## src/design/nsdd_pkg.sv

```systemverilog
// nsdd_pkg: shared constants, codes and item types of the null symbol dip detector
// no dependencies; imported by every module of the block

package nsdd_pkg;

  localparam int unsigned SAMPLE_W   = 16;
  localparam int unsigned MAG_BITS   = 17;
  localparam int unsigned WINDOW_LEN = 50;
  localparam int unsigned LEVEL_FRAC = 24;
  localparam int unsigned RATIO_FRAC = 8;
  localparam int unsigned LEVEL_W    = MAG_BITS + LEVEL_FRAC;
  localparam int unsigned SUM_W      = 22;
  localparam int unsigned POS_W      = $clog2(WINDOW_LEN);
  localparam int unsigned CNT_W      = 18;
  localparam int unsigned ETO_W      = 16;
  localparam int unsigned RATIO_W    = 8;
  localparam int unsigned SHIFT_W    = 5;
  localparam int unsigned SCALE_W    = RATIO_W + $clog2(WINDOW_LEN + 1);
  localparam int unsigned PROD_W     = LEVEL_W + SCALE_W;
  localparam int unsigned CMP_SHIFT  = LEVEL_FRAC + RATIO_FRAC;
  localparam int unsigned CFG_IDX_W  = 3;
  localparam int unsigned CFG_DATA_W = 18;
  localparam int unsigned IN_DATA_W  = 2 * SAMPLE_W;
  localparam int unsigned RES_BITS   = 3 + 3 + MAG_BITS + SUM_W;
  localparam int unsigned OUT_DATA_W = ((RES_BITS + 7) / 8) * 8;

  localparam int unsigned WARMUP_RST    = 98304;
  localparam int unsigned DIP_TO_RST    = 196608;
  localparam int unsigned END_TO_RST    = 2706;
  localparam int unsigned DIP_RATIO_RST = 128;
  localparam int unsigned END_RATIO_RST = 192;
  localparam int unsigned ALPHA_RST     = 17;

  typedef enum logic [2:0] {
    ST_WARMUP = 3'd0,
    ST_FILL   = 3'd1,
    ST_DIP    = 3'd2,
    ST_END    = 3'd3,
    ST_LOCKED = 3'd4
  } stage_e;

  typedef enum logic [2:0] {
    EV_NONE        = 3'd0,
    EV_DIP         = 3'd1,
    EV_NULL_END    = 3'd2,
    EV_DIP_TIMEOUT = 3'd3,
    EV_END_TIMEOUT = 3'd4
  } event_e;

  typedef enum logic [CFG_IDX_W-1:0] {
    CFG_WARMUP    = 3'd0,
    CFG_DIP_TO    = 3'd1,
    CFG_END_TO    = 3'd2,
    CFG_DIP_RATIO = 3'd3,
    CFG_END_RATIO = 3'd4,
    CFG_ALPHA     = 3'd5
  } cfg_idx_e;

  typedef struct packed {
    logic [CNT_W-1:0]   warmup_length;
    logic [CNT_W-1:0]   dip_timeout;
    logic [ETO_W-1:0]   end_timeout;
    logic [SCALE_W-1:0] dip_scale;
    logic [SCALE_W-1:0] end_scale;
    logic [SHIFT_W-1:0] alpha_shift;
  } cfg_t;

  localparam cfg_t CFG_RST = '{
    warmup_length: CNT_W'(WARMUP_RST),
    dip_timeout:   CNT_W'(DIP_TO_RST),
    end_timeout:   ETO_W'(END_TO_RST),
    dip_scale:     SCALE_W'(WINDOW_LEN * DIP_RATIO_RST),
    end_scale:     SCALE_W'(WINDOW_LEN * END_RATIO_RST),
    alpha_shift:   SHIFT_W'(ALPHA_RST)
  };

  typedef struct packed {
    logic [MAG_BITS-1:0] mag;
    logic                restart;
    logic [LEVEL_W-1:0]  acc;
  } lvl_t;

  typedef struct packed {
    logic [MAG_BITS-1:0] mag;
    logic                restart;
    logic [MAG_BITS-1:0] long_level;
    logic [PROD_W-1:0]   dip_thr;
    logic [PROD_W-1:0]   end_thr;
  } thr_t;

  typedef struct packed {
    logic [SUM_W-1:0]    window_sum;
    logic [MAG_BITS-1:0] long_level;
    stage_e              stage;
    event_e              event_res;
  } res_t;

endpackage

```

## src/design/nsdd_cfg_regs.sv

```systemverilog
// nsdd_cfg_regs: configuration register file, ratios stored pre-scaled by the window length
// depends on nsdd_pkg

module nsdd_cfg_regs
  import nsdd_pkg::*;
(
  input  logic                  clk_i,
  input  logic                  rst_ni,
  input  logic                  cfg_valid_i,
  output logic                  cfg_ready_o,
  input  logic [CFG_IDX_W-1:0]  cfg_index_i,
  input  logic [CFG_DATA_W-1:0] cfg_data_i,
  output cfg_t                  cfg_o
);

  cfg_t cfg_q, cfg_d;

  assign cfg_ready_o = 1'b1;
  assign cfg_o       = cfg_q;

  always_comb begin
    cfg_d = cfg_q;
    if (cfg_valid_i) begin
      case (cfg_index_i)
        CFG_WARMUP:    cfg_d.warmup_length = cfg_data_i[CNT_W-1:0];
        CFG_DIP_TO:    cfg_d.dip_timeout   = cfg_data_i[CNT_W-1:0];
        CFG_END_TO:    cfg_d.end_timeout   = cfg_data_i[ETO_W-1:0];
        CFG_DIP_RATIO: cfg_d.dip_scale     = SCALE_W'(WINDOW_LEN * cfg_data_i[RATIO_W-1:0]);
        CFG_END_RATIO: cfg_d.end_scale     = SCALE_W'(WINDOW_LEN * cfg_data_i[RATIO_W-1:0]);
        CFG_ALPHA:     cfg_d.alpha_shift   = cfg_data_i[SHIFT_W-1:0];
        default:       cfg_d = cfg_q;
      endcase
    end
  end

  always_ff @(posedge clk_i or negedge rst_ni) begin
    if (!rst_ni) begin
      cfg_q <= CFG_RST;
    end else begin
      cfg_q <= cfg_d;
    end
  end

endmodule

```

## src/design/nsdd_level.sv

```systemverilog
// nsdd_level: input register, l1 magnitude stage and long-term average stage
// depends on nsdd_pkg

module nsdd_level
  import nsdd_pkg::*;
(
  input  logic                       clk_i,
  input  logic                       rst_ni,
  input  cfg_t                       cfg_i,
  input  logic                       in_valid_i,
  output logic                       in_ready_o,
  input  logic signed [SAMPLE_W-1:0] re_i,
  input  logic signed [SAMPLE_W-1:0] im_i,
  input  logic                       restart_i,
  output logic                       out_valid_o,
  input  logic                       out_ready_i,
  output lvl_t                       out_o
);

  function automatic logic [MAG_BITS-1:0] abs_mag(input logic signed [SAMPLE_W-1:0] v);
    logic [MAG_BITS-1:0] ext;
    ext = MAG_BITS'(v);
    return v[SAMPLE_W-1] ? (MAG_BITS'(0) - ext) : ext;
  endfunction

  logic                       v1_q, v2_q, v3_q;
  logic                       rdy1, rdy2, rdy3;
  logic signed [SAMPLE_W-1:0] re1_q, im1_q;
  logic                       restart1_q, restart2_q, restart3_q;
  logic [MAG_BITS-1:0]        mag2_q, mag3_q;
  logic [LEVEL_W-1:0]         acc_q, acc_d;

  assign rdy3       = !v3_q || out_ready_i;
  assign rdy2       = !v2_q || rdy3;
  assign rdy1       = !v1_q || rdy2;
  assign in_ready_o = rdy1;

  always_comb begin
    acc_d = acc_q - (acc_q >> cfg_i.alpha_shift)
          + ((LEVEL_W'(mag2_q) << LEVEL_FRAC) >> cfg_i.alpha_shift);
  end

  always_ff @(posedge clk_i or negedge rst_ni) begin
    if (!rst_ni) begin
      v1_q  <= 1'b0;
      v2_q  <= 1'b0;
      v3_q  <= 1'b0;
      acc_q <= '0;
    end else begin
      if (rdy1) begin
        v1_q <= in_valid_i;
      end
      if (rdy2) begin
        v2_q <= v1_q;
      end
      if (rdy3) begin
        v3_q <= v2_q;
      end
      if (rdy3 && v2_q) begin
        acc_q <= acc_d;
      end
    end
  end

  always_ff @(posedge clk_i) begin
    if (rdy1 && in_valid_i) begin
      re1_q      <= re_i;
      im1_q      <= im_i;
      restart1_q <= restart_i;
    end
    if (rdy2 && v1_q) begin
      mag2_q     <= abs_mag(re1_q) + abs_mag(im1_q);
      restart2_q <= restart1_q;
    end
    if (rdy3 && v2_q) begin
      mag3_q     <= mag2_q;
      restart3_q <= restart2_q;
    end
  end

  assign out_valid_o   = v3_q;
  assign out_o.mag     = mag3_q;
  assign out_o.restart = restart3_q;
  assign out_o.acc     = acc_q;

endmodule

```

## src/design/nsdd_thresh.sv

```systemverilog
// nsdd_thresh: scales the long-term level by the dip and null-end ratios
// depends on nsdd_pkg

module nsdd_thresh
  import nsdd_pkg::*;
(
  input  logic clk_i,
  input  logic rst_ni,
  input  cfg_t cfg_i,
  input  logic in_valid_i,
  output logic in_ready_o,
  input  lvl_t in_i,
  output logic out_valid_o,
  input  logic out_ready_i,
  output thr_t out_o
);

  logic v_q;
  logic rdy;
  thr_t thr_q, thr_d;

  assign rdy        = !v_q || out_ready_i;
  assign in_ready_o = rdy;

  always_comb begin
    thr_d.mag        = in_i.mag;
    thr_d.restart    = in_i.restart;
    thr_d.long_level = in_i.acc[LEVEL_W-1:LEVEL_FRAC];
    thr_d.dip_thr    = PROD_W'(in_i.acc) * PROD_W'(cfg_i.dip_scale);
    thr_d.end_thr    = PROD_W'(in_i.acc) * PROD_W'(cfg_i.end_scale);
  end

  always_ff @(posedge clk_i or negedge rst_ni) begin
    if (!rst_ni) begin
      v_q <= 1'b0;
    end else if (rdy) begin
      v_q <= in_valid_i;
    end
  end

  always_ff @(posedge clk_i) begin
    if (rdy && in_valid_i) begin
      thr_q <= thr_d;
    end
  end

  assign out_valid_o = v_q;
  assign out_o       = thr_q;

endmodule

```

## src/design/nsdd_tracker.sv

```systemverilog
// nsdd_tracker: magnitude shift line, moving sum, stage sequencer and result register
// depends on nsdd_pkg

module nsdd_tracker
  import nsdd_pkg::*;
(
  input  logic clk_i,
  input  logic rst_ni,
  input  cfg_t cfg_i,
  input  logic in_valid_i,
  output logic in_ready_o,
  input  thr_t in_i,
  output logic out_valid_o,
  input  logic out_ready_i,
  output res_t out_o
);

  logic                rdy, fire;
  stage_e              stage_q, stage_d, eff_stage;
  logic [CNT_W-1:0]    cnt_q, cnt_d, eff_cnt;
  logic [POS_W-1:0]    pos_q, pos_d, eff_pos;
  logic [SUM_W-1:0]    sum_q, sum_d, eff_sum;
  logic [MAG_BITS-1:0] win_q [WINDOW_LEN];
  logic                shift_en;
  logic                fill_start, fill_done, warm_done, dip_to, end_to;
  logic                below, above;
  logic [CNT_W:0]      cnt_inc;
  logic [SUM_W-1:0]    sum_fill, sum_slide, sum_cmp;
  logic [PROD_W-1:0]   sum_sh;
  event_e              ev;
  logic                ov_q;
  res_t                res_q, res_d;

  assign rdy        = !ov_q || out_ready_i;
  assign fire       = in_valid_i && rdy;
  assign in_ready_o = rdy;

  // terms shared by next state and event
  always_comb begin
    fill_start = in_i.restart || (stage_q == ST_WARMUP && cnt_q >= cfg_i.warmup_length);
    eff_stage  = fill_start ? ST_FILL : stage_q;
    eff_cnt    = fill_start ? '0 : cnt_q;
    eff_pos    = fill_start ? '0 : pos_q;
    eff_sum    = fill_start ? '0 : sum_q;
    cnt_inc    = {1'b0, eff_cnt} + (CNT_W+1)'(1);
    warm_done  = cnt_inc >= {1'b0, cfg_i.warmup_length};
    fill_done  = eff_pos == POS_W'(WINDOW_LEN - 1);
    dip_to     = eff_cnt >= cfg_i.dip_timeout;
    end_to     = eff_cnt >= CNT_W'(cfg_i.end_timeout);
    sum_fill   = eff_sum + SUM_W'(in_i.mag);
    sum_slide  = eff_sum + SUM_W'(in_i.mag) - SUM_W'(win_q[WINDOW_LEN-1]);
    sum_cmp    = (eff_stage == ST_FILL) ? sum_fill : sum_slide;
    sum_sh     = PROD_W'(sum_cmp) << CMP_SHIFT;
    below      = sum_sh <= in_i.dip_thr;
    above      = sum_sh >= in_i.end_thr;
  end

  // next state
  always_comb begin
    stage_d  = stage_q;
    cnt_d    = cnt_q;
    pos_d    = pos_q;
    sum_d    = sum_q;
    shift_en = 1'b0;
    if (fire) begin
      stage_d  = eff_stage;
      cnt_d    = eff_cnt;
      pos_d    = eff_pos;
      sum_d    = eff_sum;
      shift_en = eff_stage != ST_WARMUP;
      case (eff_stage)
        ST_WARMUP: begin
          if (warm_done) begin
            stage_d = ST_FILL;
            cnt_d   = '0;
            pos_d   = '0;
            sum_d   = '0;
          end else begin
            cnt_d = cnt_inc[CNT_W-1:0];
          end
        end
        ST_FILL: begin
          sum_d = sum_fill;
          if (fill_done) begin
            pos_d   = '0;
            cnt_d   = '0;
            stage_d = below ? (above ? ST_LOCKED : ST_END) : ST_DIP;
          end else begin
            pos_d = eff_pos + POS_W'(1);
          end
        end
        ST_DIP: begin
          if (dip_to) begin
            stage_d = ST_FILL;
            cnt_d   = '0;
            pos_d   = '0;
            sum_d   = '0;
          end else begin
            sum_d = sum_slide;
            cnt_d = cnt_inc[CNT_W-1:0];
            if (below) begin
              stage_d = above ? ST_LOCKED : ST_END;
              cnt_d   = '0;
            end
          end
        end
        ST_END: begin
          if (end_to) begin
            stage_d = ST_FILL;
            cnt_d   = '0;
            pos_d   = '0;
            sum_d   = '0;
          end else begin
            sum_d = sum_slide;
            cnt_d = cnt_inc[CNT_W-1:0];
            if (above) begin
              stage_d = ST_LOCKED;
            end
          end
        end
        default: begin
          stage_d = ST_LOCKED;
          sum_d   = sum_slide;
        end
      endcase
    end
  end

  // event of this item
  always_comb begin
    ev = EV_NONE;
    case (eff_stage)
      ST_FILL: begin
        if (fill_done && below) begin
          ev = above ? EV_NULL_END : EV_DIP;
        end
      end
      ST_DIP: begin
        if (dip_to) begin
          ev = EV_DIP_TIMEOUT;
        end else if (below) begin
          ev = above ? EV_NULL_END : EV_DIP;
        end
      end
      ST_END: begin
        if (end_to) begin
          ev = EV_END_TIMEOUT;
        end else if (above) begin
          ev = EV_NULL_END;
        end
      end
      default: ev = EV_NONE;
    endcase
  end

  always_comb begin
    res_d.event_res  = ev;
    res_d.stage      = stage_d;
    res_d.long_level = in_i.long_level;
    res_d.window_sum = sum_d;
  end

  always_ff @(posedge clk_i or negedge rst_ni) begin
    if (!rst_ni) begin
      stage_q <= ST_WARMUP;
      cnt_q   <= '0;
      pos_q   <= '0;
      sum_q   <= '0;
      ov_q    <= 1'b0;
    end else begin
      stage_q <= stage_d;
      cnt_q   <= cnt_d;
      pos_q   <= pos_d;
      sum_q   <= sum_d;
      if (rdy) begin
        ov_q <= in_valid_i;
      end
    end
  end

  // oldest magnitude sits at the last tap
  always_ff @(posedge clk_i) begin
    if (shift_en) begin
      win_q[0] <= in_i.mag;
      for (int i = 1; i < WINDOW_LEN; i++) begin
        win_q[i] <= win_q[i-1];
      end
    end
    if (fire) begin
      res_q <= res_d;
    end
  end

  assign out_valid_o = ov_q;
  assign out_o       = res_q;

endmodule

```

## src/design/null_symbol_dip_detector.sv

```systemverilog
// null_symbol_dip_detector: top level, one result item per sample item
// path: an accepted item passes the input, magnitude and level registers, then the threshold and result registers
// throughput: one item per clock unless m_axis_tready stalls the output; the moving-sum and stage update sets the loop
// reset: rst_ni clears pipeline valids, long-term level, moving sum, counters and
// stage (to warm-up) and restores register defaults; magnitude taps are not cleared
// depends on nsdd_pkg, nsdd_cfg_regs, nsdd_level, nsdd_thresh, nsdd_tracker

module null_symbol_dip_detector
  import nsdd_pkg::*;
(
  input  logic                  clk_i,
  input  logic                  rst_ni,
  input  logic                  s_axis_tvalid,
  output logic                  s_axis_tready,
  input  logic [IN_DATA_W-1:0]  s_axis_tdata,   // sample_re, sample_im
  input  logic                  s_axis_tuser,   // restart
  output logic                  m_axis_tvalid,
  input  logic                  m_axis_tready,
  output logic [OUT_DATA_W-1:0] m_axis_tdata,   // event_res, stage, long_level, window_sum
  input  logic                  cfg_valid_i,
  output logic                  cfg_ready_o,
  input  logic [CFG_IDX_W-1:0]  cfg_index_i,
  input  logic [CFG_DATA_W-1:0] cfg_data_i
);

  cfg_t cfg;
  lvl_t lvl;
  thr_t thr;
  res_t res;
  logic lvl_valid, lvl_ready, thr_valid, thr_ready;

  nsdd_cfg_regs u_cfg (
    .clk_i       (clk_i),
    .rst_ni      (rst_ni),
    .cfg_valid_i (cfg_valid_i),
    .cfg_ready_o (cfg_ready_o),
    .cfg_index_i (cfg_index_i),
    .cfg_data_i  (cfg_data_i),
    .cfg_o       (cfg)
  );

  nsdd_level u_level (
    .clk_i       (clk_i),
    .rst_ni      (rst_ni),
    .cfg_i       (cfg),
    .in_valid_i  (s_axis_tvalid),
    .in_ready_o  (s_axis_tready),
    .re_i        (s_axis_tdata[SAMPLE_W-1:0]),
    .im_i        (s_axis_tdata[2*SAMPLE_W-1:SAMPLE_W]),
    .restart_i   (s_axis_tuser),
    .out_valid_o (lvl_valid),
    .out_ready_i (lvl_ready),
    .out_o       (lvl)
  );

  nsdd_thresh u_thresh (
    .clk_i       (clk_i),
    .rst_ni      (rst_ni),
    .cfg_i       (cfg),
    .in_valid_i  (lvl_valid),
    .in_ready_o  (lvl_ready),
    .in_i        (lvl),
    .out_valid_o (thr_valid),
    .out_ready_i (thr_ready),
    .out_o       (thr)
  );

  nsdd_tracker u_tracker (
    .clk_i       (clk_i),
    .rst_ni      (rst_ni),
    .cfg_i       (cfg),
    .in_valid_i  (thr_valid),
    .in_ready_o  (thr_ready),
    .in_i        (thr),
    .out_valid_o (m_axis_tvalid),
    .out_ready_i (m_axis_tready),
    .out_o       (res)
  );

  assign m_axis_tdata = OUT_DATA_W'(res);

`ifndef SYNTHESIS
  a_dip_enters_end: assert property (@(posedge clk_i) disable iff (!rst_ni)
    m_axis_tvalid && res.event_res == EV_DIP |-> res.stage == ST_END)
    else $error("dip event without end search stage");

  a_null_end_locks: assert property (@(posedge clk_i) disable iff (!rst_ni)
    m_axis_tvalid && res.event_res == EV_NULL_END |-> res.stage == ST_LOCKED)
    else $error("null end event without lock");

  a_timeout_refills: assert property (@(posedge clk_i) disable iff (!rst_ni)
    m_axis_tvalid && (res.event_res == EV_DIP_TIMEOUT || res.event_res == EV_END_TIMEOUT)
    |-> res.stage == ST_FILL && res.window_sum == '0)
    else $error("timeout did not restart the window fill");

  a_stall_needs_backlog: assert property (@(posedge clk_i) disable iff (!rst_ni)
    !s_axis_tready |-> m_axis_tvalid && !m_axis_tready)
    else $error("input stalled with no result waiting");
`endif

endmodule
```

## config.mk

```make
export PLATFORM = sky130hd
export DESIGN_NAME = null_symbol_dip_detector
export DESIGN_NICKNAME = d
export VERILOG_FILES = /design/src/design/nsdd_pkg.sv /design/src/design/nsdd_cfg_regs.sv /design/src/design/nsdd_level.sv /design/src/design/nsdd_thresh.sv /design/src/design/nsdd_tracker.sv /design/src/design/null_symbol_dip_detector.sv
export SDC_FILE = /design/constraint.sdc
export NUM_CORES = 2
export LEC_CHECK = 0
export BUFFER_PORTS_ARGS = -buffer_cell sky130_fd_sc_hd__buf_2
export CAP_MARGIN = 40
export CORE_UTILIZATION = 55
export CTS_CLUSTER_SIZE = 25
export DETAILED_ROUTE_END_ITERATION = 10
export PLACE_DENSITY = 0.7
export SLEW_MARGIN = 20
export SYNTH_ARGS = -nofsm -noshare
export SYNTH_HDL_FRONTEND = slang
export SYNTH_HIERARCHICAL = 1
export SYNTH_SLANG_ARGS = --single-unit
```

## constraint.sdc

```tcl
create_clock -name clk_i -period 45.3 [get_ports clk_i]
set_input_delay 4.53 -clock clk_i [delete_from_list [all_inputs] [get_ports clk_i]]
set_output_delay 4.53 -clock clk_i [all_outputs]
set_load 0.02 [all_outputs]
```

==> load_flow_metrics.sql <==
INSERT INTO impl_metrics (metric_group, metric, value, unit) VALUES
('run', 'maxCapViolations', '0', ''),
('setup_path', 'critPathMaxFanout', '4', ''),
('sta', 'layout_worst_path_cycle_share', '22.1', '%'),
('setup_path', 'critical_path.startpoint_type', 'input port', ''),
('setup_path', 'slowest_delay', '0.20', 'ns'),
('cells_and_area', 'sequential_cell_area', '0.0378', 'mm^2'),
('synth', 'synthDistinctLibCells', '121', ''),
('sta', 'setup_repair_after_global_routing_missed_its_margin', 'false', ''),
('sta', 'slew_violations', '0', ''),
('sta', 'worst_hold_slack_after_final_layout', '0.362', 'ns'),
('die', 'die-area', '0.166', 'mm^2'),
('cells_and_area', 'fraction_of_layout_cells_with_a_size_suffix_above_1', '8.21', '%'),
('setup_path', 'kind_of_cell_with_the_highest_combined_delay_on_the_critical_path', 'simple AND/OR/NAND/NOR gates', ''),
('synth', 'synth-main-ff-cell', 'sky130_fd_sc_hd__edfxtp_1', ''),
('cts', 'cts_buffer_depth', '3', ''),
('synth', 'post_synth_xor_area_fraction', '2.28', '%'),
('worst_hold_path', 'worst_hold_path_type', 'register to register', ''),
('cells_and_area', 'layout.filler_cells', '13100', ''),
('cts', 'cts_resized', '0', ''),
('setup_path', 'crit_required', '40.77', 'ns'),
('die', 'fp-row-count', '148', ''),
('cts', 'cts_htree_levels', '4', ''),
('grt', 'grt_overflow_total', '0', ''),
('die', 'io_pins', '110', ''),
('run_status', 'run_status', 'completed', ''),
('synth', 'synth_seq_cells', '1287', ''),
('grt', 'grt_pass1_wl', '354000', 'um'),
('sta', 'max_slew_margin', '31.5', '%'),
('detailed_routing', 'drt_via_density', '5.70', ''),
('setup_path', 'critical_path.n_buffers_inverters', '2', ''),
('cts', 'cts_tree', 'yes', ''),
('sta', 'timing_hold_violations_final', '0', ''),
('grt', 'antenna_violations_before_repair', '0', ''),
('die', 'design.core.area', '0.163', 'mm^2'),
('setup_path', 'crit_path_top_delay_cell', 'sky130_fd_sc_hd__nand2b_1', ''),
('synth', 'post_synth_inst_count', '7909', ''),
('synth', 'mappedNetlistArea', '0.0903', 'mm^2'),
('cells_and_area', 'final_nets', '9415', ''),
('cts', 'cts_setup_buffers', '0', ''),
('grt', 'grtUsageTotal', '27.8', '%'),
('synth', 'post_synth_main_area_contributors', 'sky130_fd_sc_hd__edfxtp_1 (37%), sky130_fd_sc_hd__fa_1 (22%), sky130_fd_sc_hd__ha_1 (6.6%)', ''),
('setup_path', 'crit_chain', 'buf_2 -> nand2b_1 -> nand2b_1 -> nor2b_1 -> nand3_1 -> buf_2', ''),
('detailed_routing', 'detail-route-antenna-nets', '0', ''),
('synth', 'synth_top_area_share', '36.9', '%'),
('die', 'initial_core_util', '55.4', '%'),
('cells_and_area', 'layoutNonFillerInstCount', '10200', ''),
('grt', 'first_global_vias', '59600', ''),
('synth', 'synth_common_cells', 'sky130_fd_sc_hd__inv_1 (1,168), sky130_fd_sc_hd__nand2_1 (1,154), sky130_fd_sc_hd__edfxtp_1 (1,109)', ''),
('detailed_routing', 'average_detailed_routed_wire_length_per_instance', '22.3', 'um'),
('synth', 'synth_async_sr_flop_share', '13.8', '%'),
('placement', 'hpwl_after_dpl', '161000', 'um'),
('sta', 'setup-violations-final', '0', ''),
('synth', 'compound_cell_area_share_of_the_yosys_netlist', '7.40', '%'),
('detailed_routing', 'route.vias.total', '58000', ''),
('synth', 'ys.warnings.count', '6', ''),
('placement', 'place.gp.congestion', '0.927', ''),
('synth', 'synthAdderAreaFrac', '28.3', '%'),
('sta', 'fmax', '100', 'MHz'),
('synth', 'synth_area_leader', 'sky130_fd_sc_hd__edfxtp_1', ''),
('detailed_routing', 'detailedRoute.firstPassIterationCount', '6', ''),
('sta', 'tightestPinTransition', '1.03', 'ns'),
('detailed_routing', 'drt_drc_violations_left', '0', ''),
('grt', 'maximum_number_of_pins_on_one_net_before_global_route_repair', '193', ''),
('placement', 'dpl.cell_count', '9930', ''),
('setup_path', 'setup.worst_path.class', 'input port to primary output', ''),
('sta', 'final_worst_clock_skew', '0.0722', 'ns'),
('cts', 'clock_latency', '0.79', 'ns'),
('cells_and_area', 'syn2layout_area_growth', '8.45', '%'),
('cells_and_area', 'multi_input_comb_area', '0.0466', 'mm^2'),
('setup_path', 'critPathArrivalTime', '5.47', 'ns'),
('cts', 'clock_tree.root_cell', 'sky130_fd_sc_hd__clkbuf_16', '');
==> worst reg2reg max path: cells and delay by family, from the launching register on <==
kind / cells / cell delay [ns]
AOI/OAI and AO/OA: 20 / 4.11
xor gates and xnor gates: 2 / 0.48
adders and majority gates: 4 / 1.16
buffers and inverters: 5 / 1.05
DFF: 1 / 0.53
and+or+nand+nor: 11 / 2.07
==> metrics by stage <==
stage / setup slack (ns) / util [%] / instance area [um^2]
global placement: 35.35 / 56.9 / 92800
finish: 35.30 / 60.1 / 97900
floorplan: 16.48 / - / 90300
global route: 35.22 / 60.1 / 97900
detailed placement: 35.33 / 57.2 / 93200
CTS: 35.33 / 59.9 / 97600
==> cell type report <==
| type | instances | area share, % |
|---|---|---|
| antenna | 1 | 0.00256 |
| clock buffer | 174 | 3.66 |
| clock inverter | 64 | 0.869 |
| inverter | 1170 | 4.48 |
| multi-input combinational | 5084 | 47.6 |
| sequential | 1287 | 38.6 |
| tap | 2175 | 2.78 |
| timing repair buffer | 226 | 1.94 |
==> kinds of logic after synthesis <==
| kind of cell | after synthesis |
|---|---|
| AND/OR/NAND/NOR | 2188 |
| buffers and inverters | 1541 |
| adder cells (fa/ha/maj) | 1455 |
| flip-flops | 1287 |
| AO/OA/AOI/OAI | 1038 |
| XOR/XNOR | 235 |
| multiplexers | 162 |
| other | 3 |
==> path summary, 6_finish.rpt <==
check / depth (start not counted) / start / slack (ns) / end
max: 6 / m_axis_tready / 35.30 / s_axis_tready
min: 0 / u_tracker/win_q[1][267]$_DFFE_PP_ / 0.36 / u_tracker/win_q[1][284]$_DFFE_PP_
max reg2reg: 42 / u_cfg/cfg_o[82]$_DFFE_PN1P_ / 35.80 / u_tracker/cnt_q[8]$_DFFE_PN0P_
min reg2reg: 0 / u_tracker/win_q[1][267]$_DFFE_PP_ / 0.36 / u_tracker/win_q[1][284]$_DFFE_PP_
max in group asynchronous: 5 / rst_ni / 39.62 / u_cfg/cfg_o[37]$_DFFE_PN1P_
min in group asynchronous: 1 / rst_ni / 3.69 / u_cfg/cfg_o[2]$_DFFE_PN0P_
==> flip-flops by register name (all words and copies together), names as in the netlist <==
name and count:
u_level/restart2_q 1, u_level/im1_q 16, u_tracker/win_q 850, u_thresh/out_valid_o 1, u_tracker/cnt_q 18, u_cfg/cfg_o 83, u_tracker/out_valid_o 1, u_level/acc_q 41
u_tracker/sum_q 22, u_level/restart3_q 1, u_level/out_valid_o 1, u_level/re1_q 16, u_level/mag3_q 17, u_tracker/out_o 45, u_level/mag2_q 17, u_thresh/out_o 145
u_level/restart1_q 1, u_level/v1_q 1, u_tracker/stage_q 3, u_tracker/pos_q 6, u_level/v2_q 1
==> cell usage in the layout, fill, tap and decap left out, types with 28 or more instances in the layout <==
cell,n
sky130_fd_sc_hd__dfrtp_2,33
sky130_fd_sc_hd__nor3_1,48
sky130_fd_sc_hd__nand2b_1,43
sky130_fd_sc_hd__a211oi_1,30
sky130_fd_sc_hd__ha_1,478
sky130_fd_sc_hd__fa_1,976
sky130_fd_sc_hd__clkbuf_1,33
sky130_fd_sc_hd__edfxtp_1,1109
sky130_fd_sc_hd__and3_1,28
sky130_fd_sc_hd__nor2_1,204
sky130_fd_sc_hd__nand2_1,1153
sky130_fd_sc_hd__buf_4,88
sky130_fd_sc_hd__mux2i_1,60
sky130_fd_sc_hd__o21ai_0,273
sky130_fd_sc_hd__a21o_1,106
sky130_fd_sc_hd__and2_1,444
sky130_fd_sc_hd__nand4_1,60
sky130_fd_sc_hd__o21a_1,34
sky130_fd_sc_hd__clkbuf_16,135
sky130_fd_sc_hd__nor2b_1,36
sky130_fd_sc_hd__buf_2,107
sky130_fd_sc_hd__inv_1,1167
sky130_fd_sc_hd__o21bai_1,36
sky130_fd_sc_hd__a21oi_1,301
sky130_fd_sc_hd__dfrtp_1,127
sky130_fd_sc_hd__nand3_1,58
sky130_fd_sc_hd__mux2_2,64
sky130_fd_sc_hd__xor2_1,85
sky130_fd_sc_hd__xnor2_1,150
==> metal layers <==
metal	share of wire, %	GRT usage (%)	up-vias	wire length, um
met5	0	0	-	0
met4	3.5	9.86	0	7840
met2	46	42.9	2124	104000
met1	44	40.1	29600	100000
met3	6.8	4.39	344	15400
li1	-	-	26000	-
Power is left out: the tool's default activity adds up to more than one toggle a clock period on the data nets, which glitch-free logic cannot reach.
